File: config.mk
export PLATFORM = sky130hd
export DESIGN_NAME = escaped_byte_channel_mux_core
export DESIGN_NICKNAME = d
export VERILOG_FILES = /design/src/ebcm_pkg.sv /design/src/ebcm_rx.sv /design/src/ebcm_tx.sv /design/src/escaped_byte_channel_mux_core.sv
export VERILOG_INCLUDE_DIRS = /design/src /design/src/src
export SDC_FILE = /design/constraint.sdc
export NUM_CORES = 1
export LEC_CHECK = 0
export CAP_MARGIN = 20
export CORE_MARGIN = 1.5
export CORE_UTILIZATION = 51
export CTS_BUF_LIST = sky130_fd_sc_hd__clkbuf_8
export DETAILED_ROUTE_END_ITERATION = 8
export DONT_BUFFER_PORTS = 1
export PLACE_DENSITY_LB_ADDON = 0.3
export SYNTH_ARGS = -nofsm -noshare
export SYNTH_HDL_FRONTEND = slang
export SYNTH_SLANG_ARGS = --single-unit
File: constraint.sdc
create_clock -name clk -period 5.97 [get_ports clk]
set_clock_uncertainty 0.15 [all_clocks]
set_input_delay 1.194 -clock clk [delete_from_list [all_inputs] [get_ports clk]]
set_output_delay 1.194 -clock clk [all_outputs]
set_load 0.03 [all_outputs]
File: src/escaped_byte_channel_mux_core_macros.svh
// assertion macros for the escaped byte channel mux core
// included by the top level, needs nothing else
`ifndef ESCAPED_BYTE_CHANNEL_MUX_CORE_MACROS_SVH
`define ESCAPED_BYTE_CHANNEL_MUX_CORE_MACROS_SVH

`ifndef SYNTHESIS
// property checked at every edge outside reset
`define EBCM_ASSERT(lbl, clk_i, rst_i, prop, msg) \
  lbl: assert property (@(posedge clk_i) disable iff (rst_i) prop) else $error(msg);
// property checked at every edge, reset included
`define EBCM_ASSERT_ALWAYS(lbl, clk_i, prop, msg) \
  lbl: assert property (@(posedge clk_i) prop) else $error(msg);
`else
`define EBCM_ASSERT(lbl, clk_i, rst_i, prop, msg)
`define EBCM_ASSERT_ALWAYS(lbl, clk_i, prop, msg)
`endif

`endif

File: src/ebcm_pkg.sv
// shared types and constants of the escaped byte channel mux core
// used by ebcm_rx, ebcm_tx and the top level; depends on nothing
package ebcm_pkg;

  localparam int NUM_CHANNELS_DEF = 8;

  localparam logic [7:0] LINK_START = 8'h02;
  localparam logic [7:0] LINK_ESC   = 8'h1B;
  localparam logic [7:0] ESC_XOR    = 8'h40;

  // configuration register indexes
  typedef enum logic {
    REG_RX_MASK = 1'b0,
    REG_TX_MASK = 1'b1
  } reg_index_t;

  // transmit frame phase
  typedef enum logic [1:0] {
    TX_IDLE   = 2'd0,  // no frame open, start next
    TX_HEADER = 2'd1,  // header owed
    TX_DATA   = 2'd2,  // escape and/or data owed
    TX_OPEN   = 2'd3   // frame open, ready for a new byte
  } tx_phase_t;

  typedef struct packed {
    logic       func;
    logic [7:0] link_byte_in;
    logic       src_has_data;
    logic [7:0] src_byte;
  } item_t;

  typedef struct packed {
    logic       valid;
    logic [2:0] channel;
    logic [7:0] data;
    logic       is_header;
  } deliver_t;

  typedef struct packed {
    logic       valid;
    logic [7:0] data;
  } send_t;

endpackage

File: src/ebcm_rx.sv
// receive deframer: start/escape decoding, header capture, channel gating
// depends on ebcm_pkg
module ebcm_rx #(
  parameter int NUM_CHANNELS = ebcm_pkg::NUM_CHANNELS_DEF
) (
  input  logic              clk,
  input  logic              rst,
  input  logic              step,
  input  logic [7:0]        link_byte_in,
  input  logic [7:0]        rx_enable_mask,
  output ebcm_pkg::deliver_t deliver
);

  logic [2:0] rx_chan, rx_chan_next;
  logic       rx_escape, rx_escape_next;
  logic       rx_header_seen, rx_header_seen_next;
  logic       rx_chan_ok, rx_chan_ok_next;

  always_comb begin
    logic [7:0] b;
    logic       hdr;
    rx_chan_next        = rx_chan;
    rx_escape_next      = rx_escape;
    rx_header_seen_next = rx_header_seen;
    rx_chan_ok_next     = rx_chan_ok;
    deliver             = '0;
    b                   = rx_escape ? (link_byte_in ^ ebcm_pkg::ESC_XOR) : link_byte_in;
    hdr                 = !rx_header_seen;
    if (step) begin
      if (link_byte_in == ebcm_pkg::LINK_START) begin
        rx_header_seen_next = 1'b0;
        rx_escape_next      = 1'b0;
      end else if (link_byte_in == ebcm_pkg::LINK_ESC) begin
        rx_escape_next = 1'b1;
      end else begin
        rx_escape_next = 1'b0;
        if (hdr) begin
          rx_chan_next        = b[7:5];
          rx_chan_ok_next     = ({1'b0, b[7:5]} < 4'(NUM_CHANNELS));
          rx_header_seen_next = 1'b1;
        end
        if (rx_chan_ok_next && rx_enable_mask[rx_chan_next]) begin
          deliver.valid     = 1'b1;
          deliver.channel   = rx_chan_next;
          deliver.data      = b;
          deliver.is_header = hdr;
        end
      end
    end
  end

  always_ff @(posedge clk) begin
    if (rst) begin
      rx_chan        <= '0;
      rx_escape      <= 1'b0;
      rx_header_seen <= 1'b0;
      rx_chan_ok     <= 1'b0;
    end else begin
      rx_chan        <= rx_chan_next;
      rx_escape      <= rx_escape_next;
      rx_header_seen <= rx_header_seen_next;
      rx_chan_ok     <= rx_chan_ok_next;
    end
  end

endmodule

File: src/ebcm_tx.sv
// transmit sequencer: round-robin source pick, start/header/escape/data framing
// depends on ebcm_pkg
module ebcm_tx #(
  parameter int NUM_CHANNELS = ebcm_pkg::NUM_CHANNELS_DEF
) (
  input  logic            clk,
  input  logic            rst,
  input  logic            step,
  input  logic            src_has_data,
  input  logic [7:0]      src_byte,
  input  logic [7:0]      tx_enable_mask,
  output ebcm_pkg::send_t send,
  output logic [2:0]      query_channel
);

  ebcm_pkg::tx_phase_t tx_phase, tx_phase_next;
  logic [2:0] tx_chan, tx_chan_next;
  logic       tx_escape_pending, tx_escape_pending_next;
  logic [7:0] tx_held_byte, tx_held_byte_next;

  // first enabled channel at or after start, {found, channel}
  function automatic logic [3:0] pick(input logic [2:0] start, input logic [7:0] mask);
    logic [3:0] s4;
    logic [3:0] c4;
    logic [3:0] res;
    res = '0;
    s4  = ({1'b0, start} >= 4'(NUM_CHANNELS)) ? 4'd0 : {1'b0, start};
    for (int i = NUM_CHANNELS - 1; i >= 0; i--) begin
      c4 = s4 + 4'(i);
      if (c4 >= 4'(NUM_CHANNELS)) c4 = c4 - 4'(NUM_CHANNELS);
      if (mask[c4[2:0]]) res = {1'b1, c4[2:0]};
    end
    return res;
  endfunction

  always_comb begin
    logic [3:0] pk;
    logic [3:0] nc;
    logic [3:0] qk;
    logic [7:0] c;
    logic       esc;
    tx_phase_next          = tx_phase;
    tx_chan_next           = tx_chan;
    tx_escape_pending_next = tx_escape_pending;
    tx_held_byte_next      = tx_held_byte;
    send                   = '0;
    pk                     = pick(tx_chan, tx_enable_mask);
    nc                     = {1'b0, pk[2:0]} + 4'd1;
    if (nc >= 4'(NUM_CHANNELS)) nc = 4'd0;
    esc = (src_byte == ebcm_pkg::LINK_START) || (src_byte == ebcm_pkg::LINK_ESC);
    c   = esc ? (src_byte ^ ebcm_pkg::ESC_XOR) : src_byte;
    if (step) begin
      unique case (tx_phase)
        ebcm_pkg::TX_HEADER: begin
          send.valid    = 1'b1;
          send.data     = {tx_chan, 5'b0};
          tx_phase_next = ebcm_pkg::TX_DATA;
        end
        ebcm_pkg::TX_DATA: begin
          send.valid = 1'b1;
          if (tx_escape_pending) begin
            send.data              = ebcm_pkg::LINK_ESC;
            tx_escape_pending_next = 1'b0;
          end else begin
            send.data     = tx_held_byte;
            tx_phase_next = ebcm_pkg::TX_OPEN;
          end
        end
        ebcm_pkg::TX_IDLE, ebcm_pkg::TX_OPEN: begin
          if (pk[3]) begin
            if (!src_has_data) begin
              // empty source: move on, close the frame if the channel changes
              if (nc[2:0] != tx_chan) tx_phase_next = ebcm_pkg::TX_IDLE;
              tx_chan_next = nc[2:0];
            end else begin
              tx_escape_pending_next = esc;
              tx_held_byte_next      = c;
              send.valid             = 1'b1;
              if (tx_phase == ebcm_pkg::TX_IDLE || pk[2:0] != tx_chan) begin
                tx_chan_next  = pk[2:0];
                send.data     = ebcm_pkg::LINK_START;
                tx_phase_next = ebcm_pkg::TX_HEADER;
              end else if (esc) begin
                send.data              = ebcm_pkg::LINK_ESC;
                tx_escape_pending_next = 1'b0;
                tx_phase_next          = ebcm_pkg::TX_DATA;
              end else begin
                send.data     = c;
                tx_phase_next = ebcm_pkg::TX_OPEN;
              end
            end
          end
        end
        default: tx_phase_next = tx_phase;
      endcase
    end
    qk            = pick(tx_chan_next, tx_enable_mask);
    query_channel = qk[3] ? qk[2:0] : tx_chan_next;
  end

  always_ff @(posedge clk) begin
    if (rst) begin
      tx_phase          <= ebcm_pkg::TX_IDLE;
      tx_chan           <= '0;
      tx_escape_pending <= 1'b0;
      tx_held_byte      <= '0;
    end else begin
      tx_phase          <= tx_phase_next;
      tx_chan           <= tx_chan_next;
      tx_escape_pending <= tx_escape_pending_next;
      tx_held_byte      <= tx_held_byte_next;
    end
  end

endmodule

File: src/escaped_byte_channel_mux_core.sv
// flow: a request accepted into the input register is processed and written to the result
// register when that register is empty or being drained, and its result is then on m_tdata
// throughput: one request per cycle while the result stream does not stall
// reset: synchronous rst empties both pipeline registers, clears all framing state,
// sets both enable masks to all ones; no memory, so no clearing pass
`include "escaped_byte_channel_mux_core_macros.svh"
module escaped_byte_channel_mux_core #(
  parameter int NUM_CHANNELS = ebcm_pkg::NUM_CHANNELS_DEF
) (
  input  logic        clk,
  input  logic        rst,
  // configuration write port
  input  logic        cfg_we,
  input  logic        cfg_index,
  input  logic [7:0]  cfg_data,
  // request stream
  input  logic        s_tvalid,
  output logic        s_tready,
  input  logic [23:0] s_tdata,   // link_byte_in[7:0], src_has_data[8], src_byte[16:9], zero pad
  input  logic        s_tuser,   // func
  // result stream
  output logic        m_tvalid,
  input  logic        m_tready,
  output logic [23:0] m_tdata,   // deliver_valid[0], deliver_channel[3:1], deliver_byte[11:4],
                                 // send_valid[12], send_byte[20:13], query_channel[23:21]
  output logic        m_tuser    // deliver_is_header
);

  // configuration registers
  logic [7:0] rx_enable_mask;
  logic [7:0] tx_enable_mask;

  always_ff @(posedge clk) begin
    if (rst) begin
      rx_enable_mask <= 8'hFF;
      tx_enable_mask <= 8'hFF;
    end else if (cfg_we) begin
      unique case (ebcm_pkg::reg_index_t'(cfg_index))
        ebcm_pkg::REG_RX_MASK: rx_enable_mask <= cfg_data;
        ebcm_pkg::REG_TX_MASK: tx_enable_mask <= cfg_data;
        default: ;
      endcase
    end
  end

  // input register
  logic            in_valid;
  ebcm_pkg::item_t in_item;
  // result register
  logic               out_valid;
  ebcm_pkg::deliver_t out_deliver;
  ebcm_pkg::send_t    out_send;
  logic [2:0]         out_query;

  // the held request moves on when the result register is empty or being drained
  logic advance;
  assign advance  = in_valid && (!out_valid || m_tready);
  assign s_tready = !in_valid || advance;

  always_ff @(posedge clk) begin
    if (rst) begin
      in_valid <= 1'b0;
    end else if (s_tready) begin
      in_valid <= s_tvalid;
    end
  end

  always_ff @(posedge clk) begin
    if (s_tready && s_tvalid) begin
      in_item.func         <= s_tuser;
      in_item.link_byte_in <= s_tdata[7:0];
      in_item.src_has_data <= s_tdata[8];
      in_item.src_byte     <= s_tdata[16:9];
    end
  end

  // receive and transmit halves, each steps its own state on its own request kind
  ebcm_pkg::deliver_t deliver;
  ebcm_pkg::send_t    send;
  logic [2:0]         query_channel;

  ebcm_rx #(
    .NUM_CHANNELS(NUM_CHANNELS)
  ) u_rx (
    .clk           (clk),
    .rst           (rst),
    .step          (advance && !in_item.func),
    .link_byte_in  (in_item.link_byte_in),
    .rx_enable_mask(rx_enable_mask),
    .deliver       (deliver)
  );

  ebcm_tx #(
    .NUM_CHANNELS(NUM_CHANNELS)
  ) u_tx (
    .clk           (clk),
    .rst           (rst),
    .step          (advance && in_item.func),
    .src_has_data  (in_item.src_has_data),
    .src_byte      (in_item.src_byte),
    .tx_enable_mask(tx_enable_mask),
    .send          (send),
    .query_channel (query_channel)
  );

  always_ff @(posedge clk) begin
    if (rst) begin
      out_valid <= 1'b0;
    end else if (advance) begin
      out_valid <= 1'b1;
    end else if (m_tready) begin
      out_valid <= 1'b0;
    end
  end

  always_ff @(posedge clk) begin
    if (advance) begin
      out_deliver <= deliver;
      out_send    <= send;
      out_query   <= query_channel;
    end
  end

  assign m_tvalid = out_valid;
  assign m_tdata  = {out_query, out_send.data, out_send.valid,
                     out_deliver.data, out_deliver.channel, out_deliver.valid};
  assign m_tuser  = out_deliver.is_header;

  // held request is never dropped while the result side is stalled
  `EBCM_ASSERT(a_hold_request, clk, rst, (in_valid && !advance) |=> in_valid, "request lost")
  // back-pressure upstream only with a request held
  `EBCM_ASSERT_ALWAYS(a_ready_only_when_full, clk, !s_tready |-> in_valid, "ready low while empty")
  // a request never both delivers and sends
  `EBCM_ASSERT(a_one_direction, clk, rst, m_tvalid |-> !(out_deliver.valid && out_send.valid),
               "deliver and send in one result")
  // header flag only comes with a delivered byte
  `EBCM_ASSERT(a_header_delivered, clk, rst, (m_tvalid && m_tuser) |-> out_deliver.valid,
               "header flag without delivery")

endmodule

## Yosys cells after proc, flatten, opt, wreduce, memory -nomap -nowiden

Cells that the tools add are included.

| cells by class | value |
|---|---|
| add/sub/neg operators | 31 |
| $lt $le $gt $ge | 34 |
| equality and inequality tests | 14 |
| multiplexer cells | 107 |
| bitwise gates (word level) | 7 |
| reductions and logical operators | 26 |

Operators by type and width:

| operator | number |
|---|---|
| 2-to-1 mux 3 bit | 27 |
| < comparator 3 x 4 -> 1 bit, second input constant | 17 |
| 2-to-1 mux 4 bit | 16 |
| >= comparator 4 bit, second input constant | 15 |
| binary-select mux 1 bit (select 3 bit) | 17 |
| subtractor 3 x 1 -> 3 bit, second input constant | 16 |
| adder 3 x 3 -> 4 bit, second input constant | 8 |
| 2-to-1 mux 1 bit | 31 |
| one-hot mux 9 bit (3 select lines) | 1 |
| 2-to-1 mux 8 bit | 3 |
| 2-to-1 mux 9 bit | 2 |
| adder 3 x 2 -> 4 bit, second input constant | 4 |
| equality test 8 x 2 -> 1 bit, second input constant | 2 |
| equality test 8 x 5 -> 1 bit, second input constant | 2 |
| 2-to-1 mux 7 bit | 2 |
| 2-to-1 mux 13 bit | 1 |
| adder 3 x 1 -> 4 bit, second input constant | 3 |
| AND reduction 4 bit | 3 |
| 2-to-1 mux 2 bit | 5 |
| >= comparator 3 x 4 -> 1 bit, second input constant | 2 |
| NOT 1 bit | 7 |
| inequality test 3 bit | 2 |
| one-hot mux 2 bit (3 select lines) | 1 |
| AND reduction 2 bit | 3 |
| other kinds (15) | 29 |

| word-level totals | value |
|---|---|
| bits in registers | 81 |
| bits of input ports | 39 |

## Depth between registers and ports, before layout

| depth | value |
|---|---|
| depth in word-level cells | 34 |
| gate-level depth with buffers | 25 |
| depth with buffers taken out | 21 |

## Cells and area by module

From an unflattened synthesis, not the netlist that was laid out.

| second synthesis, totals | value |
|---|---|
| cell total of the unflattened synthesis | 614 |
| area total of the unflattened synthesis | 5920.7 um2 |

Modules (own cells, without submodules):

| module | times used | cells an instance | area each (um2) |
|---|---|---|---|
| ebcm_tx | 1 | 432 | 3394.5 |
| escaped_byte_channel_mux_core | 1 | 120 | 2038.2 |
| ebcm_rx | 1 | 62 | 488.0 |

## Worst setup path before layout

OpenSTA, ideal clock, no wires.

| timing path | value |
|---|---|
| kind | flip-flop to flip-flop |
| from | register u_tx.tx_chan[0] |
| to | register out_query[2] (data pin) |
| arrival | 5.759 ns |
| path slack | -0.197 ns |
| stages on the path, launching flop included | 24 |
| buffers on the path | 5 |
| period minus slack after synthesis | 6.167 ns |
| cells stage by stage | dfxtp_1 > buf_6 > buf_4 > inv_1 > ha_1 > buf_4 > mux4_2 > or4_1 > or3b_4 > o21bai_2 > or2_1 > buf_4 > nor2b_1 > o21a_1 > buf_2 > nor3_4 > inv_2 > ha_1 > xnor2_4 > mux2_1 > mux4_2 > and4bb_1 > o21ai_1 > a2bb2o_2 |

| on the way | value |
|---|---|
| word-level cells in the longest chain between the ends | 34 |
| elaborated cells on any way between the ends | 121 |

Ends and longest elaborated chain:

| what | RTL line | RTL |
|---|---|---|
| start, declared | ebcm_tx.sv:17 | `logic [2:0] tx_chan, tx_chan_next;` |
| start signal, assigned | ebcm_tx.sv:109 | `tx_chan <= tx_chan_next;` |
| adder 3 x 3 -> 4 bit | ebcm_tx.sv:29 | `c4 = s4 + 4'(i);` |
| >= comparator 4 bit or subtractor 3 x 1 -> 3 bit (tied branches) | ebcm_tx.sv:30 | `if (c4 >= 4'(NUM_CHANNELS)) c4 = c4 - 4'(NUM_CHANNELS);` |
| 2-to-1 mux 3 bit | ebcm_tx.sv:30 |  |
| binary-select mux 1 bit (select 3 bit) | ebcm_tx.sv:31 | `if (mask[c4[2:0]]) res = {1'b1, c4[2:0]};` |
| 2-to-1 mux 1 bit (implied by the code) | ebcm_tx.sv:31 |  |
| 2-to-1 mux 4 bit (8 in a row) | ebcm_tx.sv:31 |  |
| adder 3 x 1 -> 4 bit or inequality test 3 bit (tied branches) | ebcm_tx.sv:48, ebcm_tx.sv:79 |  |
| >= comparator 4 bit or logical OR 1 bit (tied branches) | ebcm_tx.sv:49, ebcm_tx.sv:79 |  |
| (+5 left out) | n/a |  |
| named net u_tx.tx_chan_next[0] | ebcm_tx.sv:17 |  |
| (+1 left out) | n/a |  |
| >= comparator 4 bit or subtractor 3 x 1 -> 3 bit (tied branches) | ebcm_tx.sv:30 |  |
| 2-to-1 mux 3 bit | ebcm_tx.sv:30 |  |
| binary-select mux 1 bit (select 3 bit) | ebcm_tx.sv:31 |  |
| 2-to-1 mux 1 bit (implied by the code) | ebcm_tx.sv:31 |  |
| 2-to-1 mux 4 bit (7 in a row) | ebcm_tx.sv:31 |  |
| 2-to-1 mux 4 bit * | ebcm_tx.sv:31 |  |
| 2-to-1 mux 3 bit * | ebcm_tx.sv:98 | `query_channel = qk[3] ? qk[2:0] : tx_chan_next;` |
| named net query_channel[2] | escaped_byte_channel_mux_core.sv:80 | `logic [2:0] query_channel;` |
| end signal, assigned | escaped_byte_channel_mux_core.sv:120 | `out_query <= query_channel;` |
| end, declared | escaped_byte_channel_mux_core.sv:53 | `logic [2:0] out_query;` |

The timed path passes the listed nets; every way through them passes the cells marked *. The select of a mux whose other input is x is not followed.
A chain may end at the register's enable or synchronous reset.

## Final worst setup path

| timing path | value |
|---|---|
| from | register u_tx.tx_chan[1] |
| to | register out_query[2] (data pin) |

| on the way | value |
|---|---|
| word-level cells in the longest chain between the ends | 34 |
| elaborated cells on any way between the ends | 121 |

Ends and longest elaborated chain:

| what | RTL line |
|---|---|
| adder 3 x 3 -> 4 bit | ebcm_tx.sv:29 |
| >= comparator 4 bit or subtractor 3 x 1 -> 3 bit (tied branches) | ebcm_tx.sv:30 |
| 2-to-1 mux 3 bit | ebcm_tx.sv:30 |
| binary-select mux 1 bit (select 3 bit) | ebcm_tx.sv:31 |
| 2-to-1 mux 1 bit (implied by the code) | ebcm_tx.sv:31 |
| 2-to-1 mux 4 bit (8 in a row) | ebcm_tx.sv:31 |
| adder 3 x 1 -> 4 bit or inequality test 3 bit (tied branches) | ebcm_tx.sv:48, ebcm_tx.sv:79 |
| >= comparator 4 bit or logical OR 1 bit (tied branches) | ebcm_tx.sv:49, ebcm_tx.sv:79 |
| (+5 left out) | n/a |
| adder 3 x 3 -> 4 bit | ebcm_tx.sv:29 |
| >= comparator 4 bit or subtractor 3 x 1 -> 3 bit (tied branches) | ebcm_tx.sv:30 |
| 2-to-1 mux 3 bit | ebcm_tx.sv:30 |
| binary-select mux 1 bit (select 3 bit) | ebcm_tx.sv:31 |
| 2-to-1 mux 1 bit (implied by the code) | ebcm_tx.sv:31 |
| 2-to-1 mux 4 bit (8 in a row) | ebcm_tx.sv:31 |
| 2-to-1 mux 3 bit * | ebcm_tx.sv:98 |
| named net query_channel[2] | escaped_byte_channel_mux_core.sv:80 |

Marked as above.

==> qor.json <==
{
  "result_of_the_run": "complete, no violations",
  "worstReg2RegStart": "u_tx.tx_chan[1]",
  "dieArea_um2": 11200,
  "synth.cell_area_um2": 5400,
  "cts-buffers-inserted": 9,
  "syn_area_per_cell_um2": 10.3,
  "area_fraction_in_and_or_nand_and_nor_cells_after_synthesis": 0.150,
  "crit_arrival_ns": 5.64,
  "timing.final.ws_setup_ns": 0.287,
  "timing.rr.end": "out_query[2]",
  "critPathKind": "register to register",
  "final_cell_area_um2": 5890,
  "layout_min_cycle_time_ns": 5.68,
  "cts.root.buffer_cell": "sky130_fd_sc_hd__clkbuf_8",
  "synth_fa_ha_area_frac": 0.0209,
  "number_of_setup_violations_in_the_final_report": 0,
  "grt_overflow_total": 0,
  "detail_route.wl_per_cell_um": 18.3,
  "die_width_um": 106,
  "timing.max_slew.rel_slack": 0.356,
  "cts_sinks": 81,
  "final-max-slew-violation-count": 0,
  "cellInternalPower_mw": 0.957,
  "post-synth-top-area-fraction": 0.239,
  "grt_first_pass_wirelength_um": 20100,
  "swShare": 0.297,
  "worst_pin_slew_ns": 0.964,
  "post_synth_mux_area_share": 0.176,
  "detailroute.via_count": 4274,
  "die_h_um": 106,
  "crit_path_start_kind": "register",
  "clk_pin_slew_worst_paths_ns": 0.08,
  "comb_pwr_share": 0.217,
  "viasPerCell": 6.34,
  "placement.cell_area_um2": 5570,
  "synth.lib_cells_used.distinct": 77,
  "grt_util_all_layers": 0.224,
  "post_route_fraction_of_the_period_consumed_by_the_critical_path": 0.952,
  "startpoint": "u_tx.tx_chan[1]",
  "hold_path.class": "register to register",
  "number_of_hold_violations_in_the_final_report": 0,
  "io_buffers": 0,
  "num_rows": 37,
  "critical_path_maximum_fanout": 16,
  "number_of_levels_in_the_clock_h_tree": 3,
  "net-switching-power_mw": 0.404,
  "critical-path-max-stage-delay_ns": 0.58,
  "floorplan.io_pins": 66,
  "wp_data_required_ns": 5.93,
  "grt_max_degree": 39,
  "synthArstFlopShare": 0,
  "largest_family_of_logic_cells_by_synthesized_area": "compound AO/OA/AOI/OAI gates",
  "synthXorXnorAreaFrac": 0.0262,
  "regToRegSetupSlack_ns": 0.29,
  "cell_with_the_largest_stage_delay_on_the_worst_path": "sky130_fd_sc_hd__mux4_2",
  "sequential_share_of_the_synthesized_area": 0.380,
  "post_synth_edffs": 43,
  "final_antenna_net_count": 0,
  "power.ir.vdd_worst_v": 0.000199,
  "min_path_cells": 2,
  "remaining_drcs": 0,
  "synth_flop_cell": "sky130_fd_sc_hd__edfxtp_1",
  "yosysTopAreaCell": "sky130_fd_sc_hd__edfxtp_1",
  "grt_pass1_vias": 4089,
  "syn_nets": 571,
  "placeableCoreArea_um2": 10300,
  "gp_congestion": 0.915,
  "p_per_area_nw_per_um2": 231,
  "static-leakage-power_nw": 2.26,
  "routed_wirelength_um": 12300,
  "power.total_mw": 1.36,
  "grt_antenna_before_repair": 0,
  "drt_iter0_markers": 235,
  "num-nets-final": 581,
  "synth.area.top_cells": "sky130_fd_sc_hd__edfxtp_1 24%, sky130_fd_sc_hd__dfxtp_1 14%, sky130_fd_sc_hd__mux2i_1 7.4%, sky130_fd_sc_hd__mux4_2 6.7%, sky130_fd_sc_hd__nor2_1 3.5%",
  "cts_tree": "built",
  "initial_core_util": 0.525,
  "cts_buffer_depth": 2,
  "power_frac_clock": 0.296,
  "netlist_instances": 523,
  "worstPathCellList": "buf_4 > ha_1 > xor2_1 > mux4_2 > o211a_1 > a2111oi_4 > a21o_1 > ha_2 > nand2_1 > a21o_1 > a222oi_1 > a41oi_4 > xnor2_4 > mux2_1 > mux4_2 > and4bb_1 > o21ai_1 > a2bb2o_2",
  "flow.area_growth_from_synthesis_pct": 9.01,
  "yosysMostFrequentCell": "sky130_fd_sc_hd__nor2_1",
  "timing.fmax_mhz": 176,
  "worst_setup_path_end_kind": "register",
  "synth-compound-area-share": 0.199,
  "n_diodes": 0,
  "dpl.hpwl_um": 8890,
  "timing.hold.worst_endpoint": "u_rx.rx_chan_ok",
  "synth_top_cells_by_count": "51 x sky130_fd_sc_hd__nor2_1, 43 x sky130_fd_sc_hd__edfxtp_1, 40 x sky130_fd_sc_hd__mux2i_1",
  "ys_seq_elements": 81,
  "power_frac_seq": 0.487,
  "maximum_capacitance_violations": 0,
  "ys.warnings.count": 0,
  "clk-insertion-delay-late_ns": 0.36,
  "drive_gt1_frac": 0.184,
  "postCtsHoldBufs": 0,
  "place_ws_ns": 0.0797,
  "hold_path.startpoint": "u_rx.rx_chan_ok",
  "rr_worst_depth": 18,
  "dr.pass1.iters": 5
}
## placed cells by master (no fill, tap or decap), drive strengths merged, types with 4 or more instances in the layout
cell type  count
mux4          17
o31ai          4
mux2          14
nand2b         7
o21ai         25
a2111oi        5
a221oi         4
a211oi        10
ha             9
o21a           5
nand3          9
xnor2          8
and3          10
nand2         25
inv           19
buf           32
nor2          51
clkbuf        10
dfxtp         38
a21o           5
mux2i         40
and2          10
or2            6
xor2           6
a211o         17
edfxtp        43
nor3           7
a21oi         23
o311a          4
nor2b         18
o211ai         5
## per-stage QoR
step,hold WS (ns),utilization,TNS [ns],cells
after detailed placement,0.317,0.542,0,652
after global placement,0.309,0.542,0,652
final,0.330,0.573,0,674
after CTS,0.337,0.562,0,668
after global routing,0.370,0.573,-0.0230,674
after floorplan,0.290,-,0,523
## cells by family (layout without fill, tap and decap cells)
kind of cell,after synthesis,after routing
AOI/OAI and AO/OA,142,142
xor gates and xnor gates,14,14
adders and majority gates,9,9
buffers and inverters,50,65
DFF,81,81
muxes,71,71
and+or+nand+nor,156,156
## per-layer routing
layer / vias up / global-route usage / part of all wire / wire, um
li1: 2024 / - / - / -
met1: 2080 / 0.283 / 0.44 / 5380
met2: 147 / 0.383 / 0.49 / 6050
met3: 23 / 0.0466 / 0.053 / 658
met4: 0 / 0.0705 / 0.018 / 217
met5: - / 0 / 0 / 0
## cell type report
| cell class | count | area, um2 |
|---|---|---|
| fill | 872 | 4390 |
| multi-input combinational | 392 | 3150 |
| sequential | 81 | 2050 |
| timing repair buffer | 32 | 251 |
| tap | 136 | 170 |
| clock buffer | 10 | 138 |
| clock inverter | 6 | 63.8 |
| inverter | 17 | 63.8 |
## power by group through the flow
stage / registers, mW / clock network [mW] / logic (mW)
floorplan: 0.658 / 0 / 0.235
finish: 0.662 / 0.403 / 0.296
detailed placement: 0.675 / 0 / 0.277
CTS: 0.662 / 0.411 / 0.279
global placement: 0.673 / 0 / 0.271
global route: 0.666 / 0.429 / 0.325
## flip-flops by register name (all words and copies together), names as in the netlist
signal,count
rx_enable_mask,8
u_rx.rx_chan_ok,1
u_rx.rx_escape,1
tx_enable_mask,8
u_tx.tx_escape_pending,1
u_tx.tx_chan,3
in_item,18
m_tdata,21
u_rx.rx_chan,3
in_valid,1
out_query,3
u_tx.tx_held_byte,8
m_tvalid,1
u_tx.tx_phase,2
m_tuser,1
u_rx.rx_header_seen,1
## worst max-delay path, delay by kind of cell (launching register included)
kind / cells / cell delay (ns)
xor gates and xnor gates: 2 / 0.49
and+or+nand+nor: 2 / 0.43
buffers and inverters: 1 / 0.24
muxes: 3 / 1.44
DFF: 1 / 0.34
AOI/OAI and AO/OA: 8 / 1.85
adders and majority gates: 2 / 0.50
## timing repair
action / 4_1_cts / 5_1_grt
resized for setup: 0 / 12
hold endpoints to repair: 0 / 0
setup endpoints to repair: 0 / 3
buffers inserted: 0 / 5
## how the worst max path moves through the flow
| stage | end | slack [ns] |
|---|---|---|
| after floorplan | out_query[2] | 0.001 |
| after global placement | out_query[2] | 0.16 |
| after detailed placement | out_query[2] | 0.08 |
| after CTS | out_query[2] | 0.06 |
| after global routing | out_query[1] | -0.02 |
| final | out_query[2] | 0.29 |
No activity file was read; power rests on OpenSTA's default activity.
